$ cat src/hdl/wbpd_pkg.sv
// wbpd_pkg: shared constants and elaboration-time helpers for the weighted bass peak detector.
// No dependencies; imported by wbpd_mul and weighted_bass_peak_detector.
`timescale 1ns / 1ps

package wbpd_pkg;

    // Operand width of the shared multiplier, product is twice this.
    localparam int MUL_W = 32;

    // Configuration register indexes.
    localparam logic [1:0] CFG_POSITION_STEP  = 2'd0;
    localparam logic [1:0] CFG_KICK_THRESHOLD = 2'd1;
    localparam logic [1:0] CFG_BOOST_GAIN     = 2'd2;

    // 0.3 in Q0.16 and the position ceiling (Q1.16).
    localparam logic [16:0] MID_Q16 = 17'd19661;
    localparam logic [16:0] POS_MAX = 17'h1FFFF;

    // Reciprocal of 5 for the divide, result taken at bit 34.
    localparam logic [MUL_W-1:0] RECIP_5 = 32'hCCCCCCCD;

    localparam logic [63:0] ONE_Q30 = 64'd1 << 30;

    // Ratio between table points, exp(-a) in Q2.30 from a 15-term Taylor series.
    // Every product is truncated.
    function automatic logic [63:0] exp_ratio(input logic [63:0] a);
        logic [63:0] term;
        logic [63:0] r;
        term = ONE_Q30;
        r    = ONE_Q30;
        term = (term * a) >> 30;
        r    = (r >= term) ? r - term : 64'd0;
        term = ((term * a) >> 30) / 64'd2;
        r    = r + term;
        term = ((term * a) >> 30) / 64'd3;
        r    = (r >= term) ? r - term : 64'd0;
        term = ((term * a) >> 30) / 64'd4;
        r    = r + term;
        term = ((term * a) >> 30) / 64'd5;
        r    = (r >= term) ? r - term : 64'd0;
        term = ((term * a) >> 30) / 64'd6;
        r    = r + term;
        term = ((term * a) >> 30) / 64'd7;
        r    = (r >= term) ? r - term : 64'd0;
        term = ((term * a) >> 30) / 64'd8;
        r    = r + term;
        term = ((term * a) >> 30) / 64'd9;
        r    = (r >= term) ? r - term : 64'd0;
        term = ((term * a) >> 30) / 64'd10;
        r    = r + term;
        term = ((term * a) >> 30) / 64'd11;
        r    = (r >= term) ? r - term : 64'd0;
        term = ((term * a) >> 30) / 64'd12;
        r    = r + term;
        term = ((term * a) >> 30) / 64'd13;
        r    = (r >= term) ? r - term : 64'd0;
        term = ((term * a) >> 30) / 64'd14;
        r    = r + term;
        return r;
    endfunction

endpackage

$ cat src/hdl/wbpd_mul.sv
// wbpd_mul: shared unsigned multiplier with a registered product.
// Depends on wbpd_pkg for the operand width.
`timescale 1ns / 1ps

module wbpd_mul
    import wbpd_pkg::*;
(
    input  logic                 i_clk,
    input  logic [MUL_W-1:0]     i_a,
    input  logic [MUL_W-1:0]     i_b,
    output logic [2*MUL_W-1:0]   o_prod
);

    logic [2*MUL_W-1:0] r_prod;

    // One multiply per cycle, product available the next cycle
    always_ff @(posedge i_clk) begin
        r_prod <= i_a * i_b;
    end

    assign o_prod = r_prod;

endmodule

$ cat src/hdl/weighted_bass_peak_detector.sv
// weighted_bass_peak_detector: per-bin Gaussian weighting, kick expansion, divide by 5
// and run peak tracking. Depends on wbpd_pkg and wbpd_mul.
//
//  channel | direction | handshake                | word
//  --------+-----------+--------------------------+-------------------------------
//  input   | in        | i_valid / o_stall        | i_amplitude, i_last_bin
//  output  | out       | o_valid / i_stall        | o_peak_value, o_saturated
//  config  | in        | i_cfg_valid / o_cfg_ready| i_cfg_index, i_cfg_data
//
// A bin is accepted in S_IDLE; the next waits until the sequencer is back there: one shared
// multiplier runs every product in turn (square of distance, table scaling, interpolation,
// amplitude weight, excess square, gain in two halves, divide by 5).
// Far bins skip the table read; bins over the threshold add S_ESQ to S_BOOST for expansion.
// After reset the exp table is built in S_INIT_A and S_INIT_B, with o_stall high.
// A result waits in the output register; a last bin stalls only while it is full and stalled.
`timescale 1ns / 1ps

module weighted_bass_peak_detector
    import wbpd_pkg::*;
#(
    parameter int AMP_WIDTH       = 16,
    parameter int EXP_TABLE_DEPTH = 64
) (
    input  logic                 i_clk,
    input  logic                 i_rst_n,
    // input words
    input  logic                 i_valid,
    output logic                 o_stall,
    input  logic [AMP_WIDTH-1:0] i_amplitude,
    input  logic                 i_last_bin,
    // result words
    output logic                 o_valid,
    input  logic                 i_stall,
    output logic [15:0]          o_peak_value,
    output logic                 o_saturated,
    // configuration writes
    input  logic                 i_cfg_valid,
    output logic                 o_cfg_ready,
    input  logic [1:0]           i_cfg_index,
    input  logic [15:0]          i_cfg_data
);

    localparam int IDX_W = $clog2(EXP_TABLE_DEPTH + 1);
    localparam int TAB_N = EXP_TABLE_DEPTH + 1;
    localparam int VW    = (AMP_WIDTH > 16) ? AMP_WIDTH : 16;
    localparam int BW    = 2 * AMP_WIDTH + 8;
    localparam int SW    = BW + 1;
    localparam logic [63:0] EXP_STEP_Q30  = (64'd16 << 30) / EXP_TABLE_DEPTH;
    localparam logic [63:0] EXP_RATIO_Q30 = exp_ratio(EXP_STEP_Q30);
    localparam logic [AMP_WIDTH-1:0] VAL_MAX = {AMP_WIDTH{1'b1}};

    // sequencer states
    localparam logic [3:0] S_INIT_A = 4'd0;
    localparam logic [3:0] S_INIT_B = 4'd1;
    localparam logic [3:0] S_IDLE   = 4'd2;
    localparam logic [3:0] S_SCALE  = 4'd3;
    localparam logic [3:0] S_IDX    = 4'd4;
    localparam logic [3:0] S_RDHI   = 4'd5;
    localparam logic [3:0] S_RDLO   = 4'd6;
    localparam logic [3:0] S_INTERP = 4'd7;
    localparam logic [3:0] S_AMP    = 4'd8;
    localparam logic [3:0] S_VAL    = 4'd9;
    localparam logic [3:0] S_ESQ    = 4'd10;
    localparam logic [3:0] S_GLO    = 4'd11;
    localparam logic [3:0] S_GHI    = 4'd12;
    localparam logic [3:0] S_BOOST  = 4'd13;
    localparam logic [3:0] S_DIV    = 4'd14;
    localparam logic [3:0] S_PEAK   = 4'd15;

    // control state
    logic [3:0]           r_state, n_state;
    logic [IDX_W-1:0]     r_k, n_k;
    logic [30:0]          r_p, n_p;
    logic [16:0]          r_pos, n_pos;
    logic [15:0]          r_peak, n_peak;
    logic                 r_clip, n_clip;
    logic                 r_out_valid, n_out_valid;
    logic [15:0]          r_pos_step, n_pos_step;
    logic [15:0]          r_kt, n_kt;
    logic [7:0]           r_gain, n_gain;

    // datapath payload
    logic [AMP_WIDTH-1:0] r_amp, n_amp;
    logic                 r_last, n_last;
    logic [IDX_W-1:0]     r_idx, n_idx;
    logic [15:0]          r_frac, n_frac;
    logic [15:0]          r_hi, n_hi;
    logic [15:0]          r_w, n_w;
    logic [VW-1:0]        r_v, n_v;
    logic [AMP_WIDTH-1:0] r_e, n_e;
    logic [AMP_WIDTH-1:0] r_ee_hi, n_ee_hi;
    logic [AMP_WIDTH+7:0] r_plo, n_plo;
    logic [15:0]          r_out_peak, n_out_peak;
    logic                 r_out_sat, n_out_sat;

    // exp table memory
    logic [15:0]          r_tab [TAB_N];
    logic [15:0]          r_tab_rd;
    logic                 w_tab_we;
    logic [15:0]          w_tab_wdata;
    logic                 w_tab_re;
    logic [IDX_W-1:0]     w_tab_raddr;

    // shared multiplier
    logic [MUL_W-1:0]     w_mul_a, w_mul_b;
    logic [2*MUL_W-1:0]   w_prod;

    // combinational helpers
    logic [16:0]          w_dist;
    logic [38:0]          w_dd25;
    logic [21:0]          w_t;
    logic [43:0]          w_idx_full;
    logic                 w_far;
    logic [15:0]          w_lo;
    logic [AMP_WIDTH+16:0] w_round;
    logic [AMP_WIDTH-1:0] w_v;
    logic [VW-1:0]        w_v_ext, w_kt_ext;
    logic [BW-1:0]        w_gsum;
    logic [SW-1:0]        w_sum;
    logic [31:0]          w_p_round;
    logic [17:0]          w_p_q16;
    logic [63:0]          w_p_next;
    logic [29:0]          w_q;
    logic [15:0]          w_q16;
    logic                 w_q_clip;
    logic [15:0]          w_new_peak;
    logic [17:0]          w_pos_sum;
    logic                 w_out_free;

    wbpd_mul u_mul (
        .i_clk  (i_clk),
        .i_a    (w_mul_a),
        .i_b    (w_mul_b),
        .o_prod (w_prod)
    );

    // distance from the center and its scaled square
    assign w_dist = (r_pos >= MID_Q16) ? r_pos - MID_Q16 : MID_Q16 - r_pos;
    assign w_dd25 = ({5'd0, w_prod[33:0]} << 4) + ({5'd0, w_prod[33:0]} << 3)
                  + {5'd0, w_prod[33:0]};
    assign w_t    = w_dd25[38:17];

    // table position: integer part from bit 20 up, fraction in [19:4]
    assign w_idx_full = w_prod[63:20];
    assign w_far      = w_idx_full >= 44'(EXP_TABLE_DEPTH);
    assign w_lo       = (r_tab_rd > r_hi) ? r_hi : r_tab_rd;

    // weighted value, rounded to Q8.8
    assign w_round  = w_prod[AMP_WIDTH+16:0] + (AMP_WIDTH+17)'(32768);
    assign w_v      = w_round[AMP_WIDTH+15:16];
    assign w_v_ext  = VW'(w_v);
    assign w_kt_ext = VW'(r_kt);

    // gain product reassembled from its two halves, then added to the threshold
    assign w_gsum = {w_prod[AMP_WIDTH+7:0], {AMP_WIDTH{1'b0}}} + BW'(r_plo);
    assign w_sum  = SW'(w_gsum >> 12) + SW'(r_kt);

    // table build: round p to Q0.16 and renormalize the next power
    assign w_p_round = {1'b0, r_p} + 32'd8192;
    assign w_p_q16   = w_p_round[31:14];
    assign w_p_next  = (w_prod + (64'd1 << 29)) >> 30;

    // divide by 5 and clamp to the output width
    assign w_q        = w_prod[63:34];
    assign w_q_clip   = w_q > 30'd65535;
    assign w_q16      = w_q_clip ? 16'hFFFF : w_q[15:0];
    assign w_new_peak = (w_q16 > r_peak) ? w_q16 : r_peak;
    assign w_pos_sum  = {1'b0, r_pos} + {2'd0, r_pos_step};
    assign w_out_free = !r_out_valid || !i_stall;

    // multiplier operand select
    always_comb begin
        w_mul_a = '0;
        w_mul_b = '0;
        case (r_state)
            S_INIT_A, S_INIT_B: begin
                w_mul_a = MUL_W'(r_p);
                w_mul_b = EXP_RATIO_Q30[MUL_W-1:0];
            end
            S_IDLE: begin
                w_mul_a = MUL_W'(w_dist);
                w_mul_b = MUL_W'(w_dist);
            end
            S_SCALE: begin
                w_mul_a = MUL_W'(w_t);
                w_mul_b = MUL_W'(EXP_TABLE_DEPTH);
            end
            S_RDLO: begin
                w_mul_a = MUL_W'(r_hi - w_lo);
                w_mul_b = MUL_W'(r_frac);
            end
            S_AMP: begin
                w_mul_a = MUL_W'(r_amp);
                w_mul_b = MUL_W'(r_w);
            end
            S_ESQ: begin
                w_mul_a = MUL_W'(r_e);
                w_mul_b = MUL_W'(r_e);
            end
            S_GLO: begin
                w_mul_a = MUL_W'(w_prod[AMP_WIDTH-1:0]);
                w_mul_b = MUL_W'(r_gain);
            end
            S_GHI: begin
                w_mul_a = MUL_W'(r_ee_hi);
                w_mul_b = MUL_W'(r_gain);
            end
            S_DIV, S_PEAK: begin
                w_mul_a = MUL_W'(r_v);
                w_mul_b = RECIP_5;
            end
            default: begin
                w_mul_a = '0;
                w_mul_b = '0;
            end
        endcase
    end

    // table port control
    assign w_tab_we    = (r_state == S_INIT_A);
    assign w_tab_wdata = (w_p_q16 > 18'd65535) ? 16'hFFFF : w_p_q16[15:0];
    assign w_tab_re    = ((r_state == S_IDX) && !w_far) || (r_state == S_RDHI);
    assign w_tab_raddr = (r_state == S_IDX) ? w_prod[20+IDX_W-1:20] : r_idx + 1'b1;

    always_ff @(posedge i_clk) begin
        if (w_tab_we) begin
            r_tab[r_k] <= w_tab_wdata;
        end
        if (w_tab_re) begin
            r_tab_rd <= r_tab[w_tab_raddr];
        end
    end

    // sequencer and next-state logic
    always_comb begin
        n_state     = r_state;
        n_k         = r_k;
        n_p         = r_p;
        n_pos       = r_pos;
        n_peak      = r_peak;
        n_clip      = r_clip;
        n_out_valid = r_out_valid;
        n_pos_step  = r_pos_step;
        n_kt        = r_kt;
        n_gain      = r_gain;
        n_amp       = r_amp;
        n_last      = r_last;
        n_idx       = r_idx;
        n_frac      = r_frac;
        n_hi        = r_hi;
        n_w         = r_w;
        n_v         = r_v;
        n_e         = r_e;
        n_ee_hi     = r_ee_hi;
        n_plo       = r_plo;
        n_out_peak  = r_out_peak;
        n_out_sat   = r_out_sat;

        // output register drains independently
        if (r_out_valid && !i_stall) begin
            n_out_valid = 1'b0;
        end

        // configuration writes
        if (i_cfg_valid) begin
            case (i_cfg_index)
                CFG_POSITION_STEP:  n_pos_step = i_cfg_data;
                CFG_KICK_THRESHOLD: n_kt       = i_cfg_data;
                CFG_BOOST_GAIN:     n_gain     = i_cfg_data[7:0];
                default: ;
            endcase
        end

        case (r_state)
            S_INIT_A: begin
                if (r_k == IDX_W'(EXP_TABLE_DEPTH)) begin
                    n_state = S_IDLE;
                end else begin
                    n_state = S_INIT_B;
                end
            end
            S_INIT_B: begin
                n_p     = w_p_next[30:0];
                n_k     = r_k + 1'b1;
                n_state = S_INIT_A;
            end
            S_IDLE: begin
                if (i_valid) begin
                    n_amp   = i_amplitude;
                    n_last  = i_last_bin;
                    n_state = S_SCALE;
                end
            end
            S_SCALE: begin
                n_state = S_IDX;
            end
            S_IDX: begin
                n_idx  = w_prod[20+IDX_W-1:20];
                n_frac = w_prod[19:4];
                if (w_far) begin
                    n_w     = '0;
                    n_state = S_AMP;
                end else begin
                    n_state = S_RDHI;
                end
            end
            S_RDHI: begin
                n_hi    = r_tab_rd;
                n_state = S_RDLO;
            end
            S_RDLO: begin
                n_state = S_INTERP;
            end
            S_INTERP: begin
                n_w     = r_hi - w_prod[31:16];
                n_state = S_AMP;
            end
            S_AMP: begin
                n_state = S_VAL;
            end
            S_VAL: begin
                n_v = w_v_ext;
                if (w_v_ext > w_kt_ext) begin
                    n_e     = AMP_WIDTH'(w_v_ext - w_kt_ext);
                    n_state = S_ESQ;
                end else begin
                    n_state = S_DIV;
                end
            end
            S_ESQ: begin
                n_state = S_GLO;
            end
            S_GLO: begin
                n_ee_hi = w_prod[2*AMP_WIDTH-1:AMP_WIDTH];
                n_state = S_GHI;
            end
            S_GHI: begin
                n_plo   = w_prod[AMP_WIDTH+7:0];
                n_state = S_BOOST;
            end
            S_BOOST: begin
                if (w_sum > SW'(VAL_MAX)) begin
                    n_v    = VW'(VAL_MAX);
                    n_clip = 1'b1;
                end else begin
                    n_v = w_sum[VW-1:0];
                end
                n_state = S_DIV;
            end
            S_DIV: begin
                n_state = S_PEAK;
            end
            S_PEAK: begin
                if (!r_last || w_out_free) begin
                    n_state = S_IDLE;
                    if (r_last) begin
                        n_out_valid = 1'b1;
                        n_out_peak  = w_new_peak;
                        n_out_sat   = n_clip || w_q_clip;
                        n_pos       = '0;
                        n_peak      = '0;
                        n_clip      = 1'b0;
                    end else begin
                        n_peak = w_new_peak;
                        n_clip = n_clip || w_q_clip;
                        n_pos  = (w_pos_sum > {1'b0, POS_MAX}) ? POS_MAX : w_pos_sum[16:0];
                    end
                end
            end
            default: begin
                n_state = S_IDLE;
            end
        endcase
    end

    // control registers
    always_ff @(posedge i_clk) begin
        if (!i_rst_n) begin
            r_state     <= S_INIT_A;
            r_k         <= '0;
            r_p         <= ONE_Q30[30:0];
            r_pos       <= '0;
            r_peak      <= '0;
            r_clip      <= 1'b0;
            r_out_valid <= 1'b0;
            r_pos_step  <= 16'd2260;
            r_kt        <= 16'd256;
            r_gain      <= 8'd48;
        end else begin
            r_state     <= n_state;
            r_k         <= n_k;
            r_p         <= n_p;
            r_pos       <= n_pos;
            r_peak      <= n_peak;
            r_clip      <= n_clip;
            r_out_valid <= n_out_valid;
            r_pos_step  <= n_pos_step;
            r_kt        <= n_kt;
            r_gain      <= n_gain;
        end
    end

    // payload registers
    always_ff @(posedge i_clk) begin
        r_amp      <= n_amp;
        r_last     <= n_last;
        r_idx      <= n_idx;
        r_frac     <= n_frac;
        r_hi       <= n_hi;
        r_w        <= n_w;
        r_v        <= n_v;
        r_e        <= n_e;
        r_ee_hi    <= n_ee_hi;
        r_plo      <= n_plo;
        r_out_peak <= n_out_peak;
        r_out_sat  <= n_out_sat;
    end

    assign o_stall      = (r_state != S_IDLE);
    assign o_valid      = r_out_valid;
    assign o_peak_value = r_out_peak;
    assign o_saturated  = r_out_sat;
    assign o_cfg_ready  = 1'b1;

endmodule
$ cat config.mk
export PLATFORM = sky130hd
export DESIGN_NAME = weighted_bass_peak_detector
export DESIGN_NICKNAME = d
export VERILOG_FILES = /design/src/hdl/wbpd_pkg.sv /design/src/hdl/wbpd_mul.sv /design/src/hdl/weighted_bass_peak_detector.sv
export SDC_FILE = /design/constraint.sdc
export NUM_CORES = 2
export LEC_CHECK = 0
export BUFFER_PORTS_ARGS = -buffer_cell sky130_fd_sc_hd__clkbuf_2
export CAP_MARGIN = 25
export CORE_ASPECT_RATIO = 0.7
export CORE_UTILIZATION = 53
export DETAILED_ROUTE_END_ITERATION = 8
export PLACE_DENSITY = 0.78
export SLEW_MARGIN = 20
export SYNTH_ARGS = -nofsm -noshare
export SYNTH_HDL_FRONTEND = slang
export SYNTH_SLANG_ARGS = --single-unit
export TNS_END_PERCENT = 100
$ cat constraint.sdc
create_clock -name i_clk -period 25.3 [get_ports i_clk]
set_input_delay 1.265 -clock i_clk [delete_from_list [all_inputs] [get_ports i_clk]]
set_output_delay 1.265 -clock i_clk [all_outputs]
set_load 0.01 [all_outputs]
==> run_results.csv <==
group,metric,value,unit
status,status,"finished clean",
cts,cts_num_sinks,1386,
cts,h-tree-depth,4,
synthesis,avgSynthCellArea,12.34,sq um
setup_path,cp_max_fo,19,
cts,clockBufferDepth,3,
timing,setup_viol,0,
timing,worst_pin_slew,1.269,ns
setup_path,crit_path_frequent_cell,"fa_1",
cts,cts_tree,"done",
die,die_h,351.7,microns
routing,top_layer,"met5",
timing,fin_tns_setup,0,ns
setup_path,critical_path_class,"register to register",
timing,relSlewSlack,13.20,%
routing,wl,258800,microns
setup_path,cp-start-kind,"register",
timing,final_max_slew_viol_count,0,
setup_path,slowest_stage,"a211oi_1",
cells_and_area,syn2layout_area_growth,9.268,%
setup_path,endpoint_kind,"register",
synthesis,yosys_most_used_dff,"edfxtp_1",
routing,met1_length,105600,microns
synthesis,syn_inst,7501,
die,rows,127,
routing,route.detailed.drc,0,
cts,post-cts-setup-buffers,0,
global_route,grt_max_degree,135,
synthesis,synth_warnings,0,
synthesis,synth_edf_count,1205,
die,ioPinCount,60,
setup_path,max_stage_delay,0.94,ns
routing,route.met3.wl,29590,microns
cts,cts_root_buffer,"clkbuf_16",
die,die_w,501.5,microns
setup_path,cp_data_arrival_time,14.94,ns
timing,timing.fmax,0.06986,GHz
cells_and_area,final_core_util,58.68,%
cts,clk_pin_slew,0.06,ns
synthesis,ys_top_cells_by_area,"edfxtp_1 39%, fa_1 19%, ha_1 7.0%",
placed_design,hpwl,189100,microns
global_route,first_global_vias,61300,
global_route,grt-ovfl-total,0,
timing,rsz0062_at_grt,"false",
timing,final-hold-violation-count,0,
routing,viasPerCell,6.053,
cts,ctsResizeCount,0,
hold_path,hold_class,"register to register",
synthesis,synth_area,0.09258,sq mm
cells_and_area,drive_gt1_share,10.39,%
cts,clk_latency,0.82,ns
routing,first_pass_iters,6,
synthesis,synth_top_cell_area_share,39.08,%
placed_design,gp_congestion,1.005,
timing,fin_crit_sh,56.58,%
global_route,grt_antenna_before_repair,7,
routing,met2_length,115700,microns
global_route,track_usage,29.79,%
placed_design,placed_cells,9840,
placed_design,io_buffers,58,
timing,fin_worst_skew,0.07005,ns
placed_design,pre_cts_ws,11.37,ns
global_route,grt_first_pass_wirelength,387200,microns
die,dieArea,0.1764,sq mm
setup_path,path_delay_family,"compound AO/OA/AOI/OAI gates",
setup_path,crit_buf_inv,8,
timing,fin_ws,10.99,ns
die,coreArea,0.1724,sq mm
cts,cts_buffers,134,
synthesis,yosysTopAreaCell,"edfxtp_1",
cells_and_area,nNetsFinal,9086,
die,start_util,53.70,%
setup_path,cp_data_required_time,25.93,ns
synthesis,async_flop_share,0,%
timing,fin_crit,14.32,ns
routing,drt_iter0_drc,7548,
cells_and_area,instances_no_fill,10100,
routing,ant_nets,0,
routing,via_count,61130,
routing,routedWlPerCell,25.63,microns
synthesis,ys_ff_latch,1386,
job,max_cap_violations,0,
cts,ctsHoldBuffers,0,
synthesis,synth_cell_types,102,
synthesis,yosysSeqAreaShare,43.00,%
[through the flow]
| step | area (sq um) | hold WS (ns) |
|---|---|---|
| after floorplan | 92920 | 0.4264 |
| after global placement | 96310 | 0.4344 |
| after detailed placement | 96380 | 0.4448 |
| after CTS | 101100 | 0.4606 |
| after global routing | 101200 | 0.4833 |
| final | 101200 | 0.4624 |
[placed cells by master, fill, tap and decap left out, types with 22 or more instances in the layout]
cell type	netlist	final
mux4_2	256	256
o211ai_1	32	32
dfxtp_1	181	181
and2_1	52	52
nand3_1	82	81
a21oi_1	269	264
xor2_1	89	89
nor2_1	455	447
buf_4	19	153
a211o_1	26	26
inv_1	1200	1200
edfxtp_1	1205	1205
nand2_1	658	644
clkbuf_2	2	58
clkbuf_16	0	135
nand4_1	60	60
o21ai_0	121	120
a31oi_1	27	25
or2_2	22	22
nand2b_1	54	53
fa_1	867	867
nor3_1	43	36
xnor2_1	149	149
o31ai_1	26	26
and3_1	61	61
a211oi_1	136	133
conb_1	2	91
a21o_1	81	81
nor2b_1	95	95
clkbuf_1	153	26
mux2i_1	99	97
o21a_1	36	36
ha_1	519	519
[cells by family (layout without fill, tap and decap cells)]
family,Yosys count,after routing,synth area share [%]
and+or+nand+nor,1679,1679,8.307
buffers and inverters,1492,1672,6.278
adders and majority gates,1386,1386,25.76
DFF,1386,1386,43.00
AOI/OAI and AO/OA,943,943,6.855
muxes,375,375,7.541
xor gates and xnor gates,238,238,2.252
other,2,97,0.008112
[metal layers]
metal	track usage [%]	vias up
met4	8.749	12
met3	7.148	462
met5	0	-
met2	44.86	3581
met1	43.04	31120
li1	-	25960
[registers in the layout, indices dropped and copies added (netlist names), 7 cells and up]
name	count
r_tab	1040
u_mul.o_prod	64
r_p	31
r_pos	17
o_peak_value	16
r_amp	16
r_e	16
r_ee_hi	16
r_frac	16
r_hi	16
r_kt	16
r_peak	16
r_pos_step	16
r_tab_rd	16
r_v	16
r_w	16
r_plo	12
r_gain	8
r_idx	7
r_k	7
[cells in the mapped netlist, types with 19 or more instances]
| library cell | number |
|---|---|
| o21bai_1 | 21 |
| nand3_1 | 82 |
| o21ai_0 | 121 |
| nand4_1 | 60 |
| nor3_1 | 43 |
| a211o_1 | 26 |
| a211oi_1 | 136 |
| buf_2 | 98 |
| ha_1 | 519 |
| buf_4 | 19 |
| fa_1 | 867 |
| nor2_1 | 455 |
| clkbuf_1 | 153 |
| nand2b_1 | 54 |
| edfxtp_1 | 1205 |
| a21oi_1 | 269 |
| o21a_1 | 36 |
| and2_1 | 52 |
| mux4_2 | 256 |
| xnor2_1 | 149 |
| xor2_1 | 89 |
| nor2b_1 | 95 |
| o211ai_1 | 32 |
| mux2i_1 | 99 |
| nand2_1 | 658 |
| inv_1 | 1200 |
| a31oi_1 | 27 |
| a21o_1 | 81 |
| dfxtp_1 | 181 |
| and3_1 | 61 |
| mux2_2 | 20 |
| or2_2 | 22 |
| o31ai_1 | 26 |
[final timing paths]
kind,start,end,slack (ns),cells after the start
min,r_tab_rd[0]$_DFFE_PP_,r_hi[0]$_DFFE_PP_,0.46,0
max,r_hi[1]$_DFFE_PP_,u_mul.o_prod[59]$_DFF_P_,10.99,49
min reg2reg,r_tab_rd[0]$_DFFE_PP_,r_hi[0]$_DFFE_PP_,0.46,0
max reg2reg,r_hi[1]$_DFFE_PP_,u_mul.o_prod[59]$_DFF_P_,10.99,49
[area by class of cell]
| cell class | count | area, sq um |
|---|---|---|
| sequential | 1386 | 39810 |
| timing repair buffer | 223 | 1615 |
| multi-input combinational | 4712 | 47600 |
| clock buffer | 163 | 3503 |
| tap | 2322 | 2905 |
| inverter | 1203 | 4517 |
| fill | 13370 | 71250 |
| antenna | 6 | 15.01 |
| clock inverter | 83 | 1195 |
Power is not shown: default switching activity piles up to over one toggle a cycle in this logic, so the estimate is an artifact.
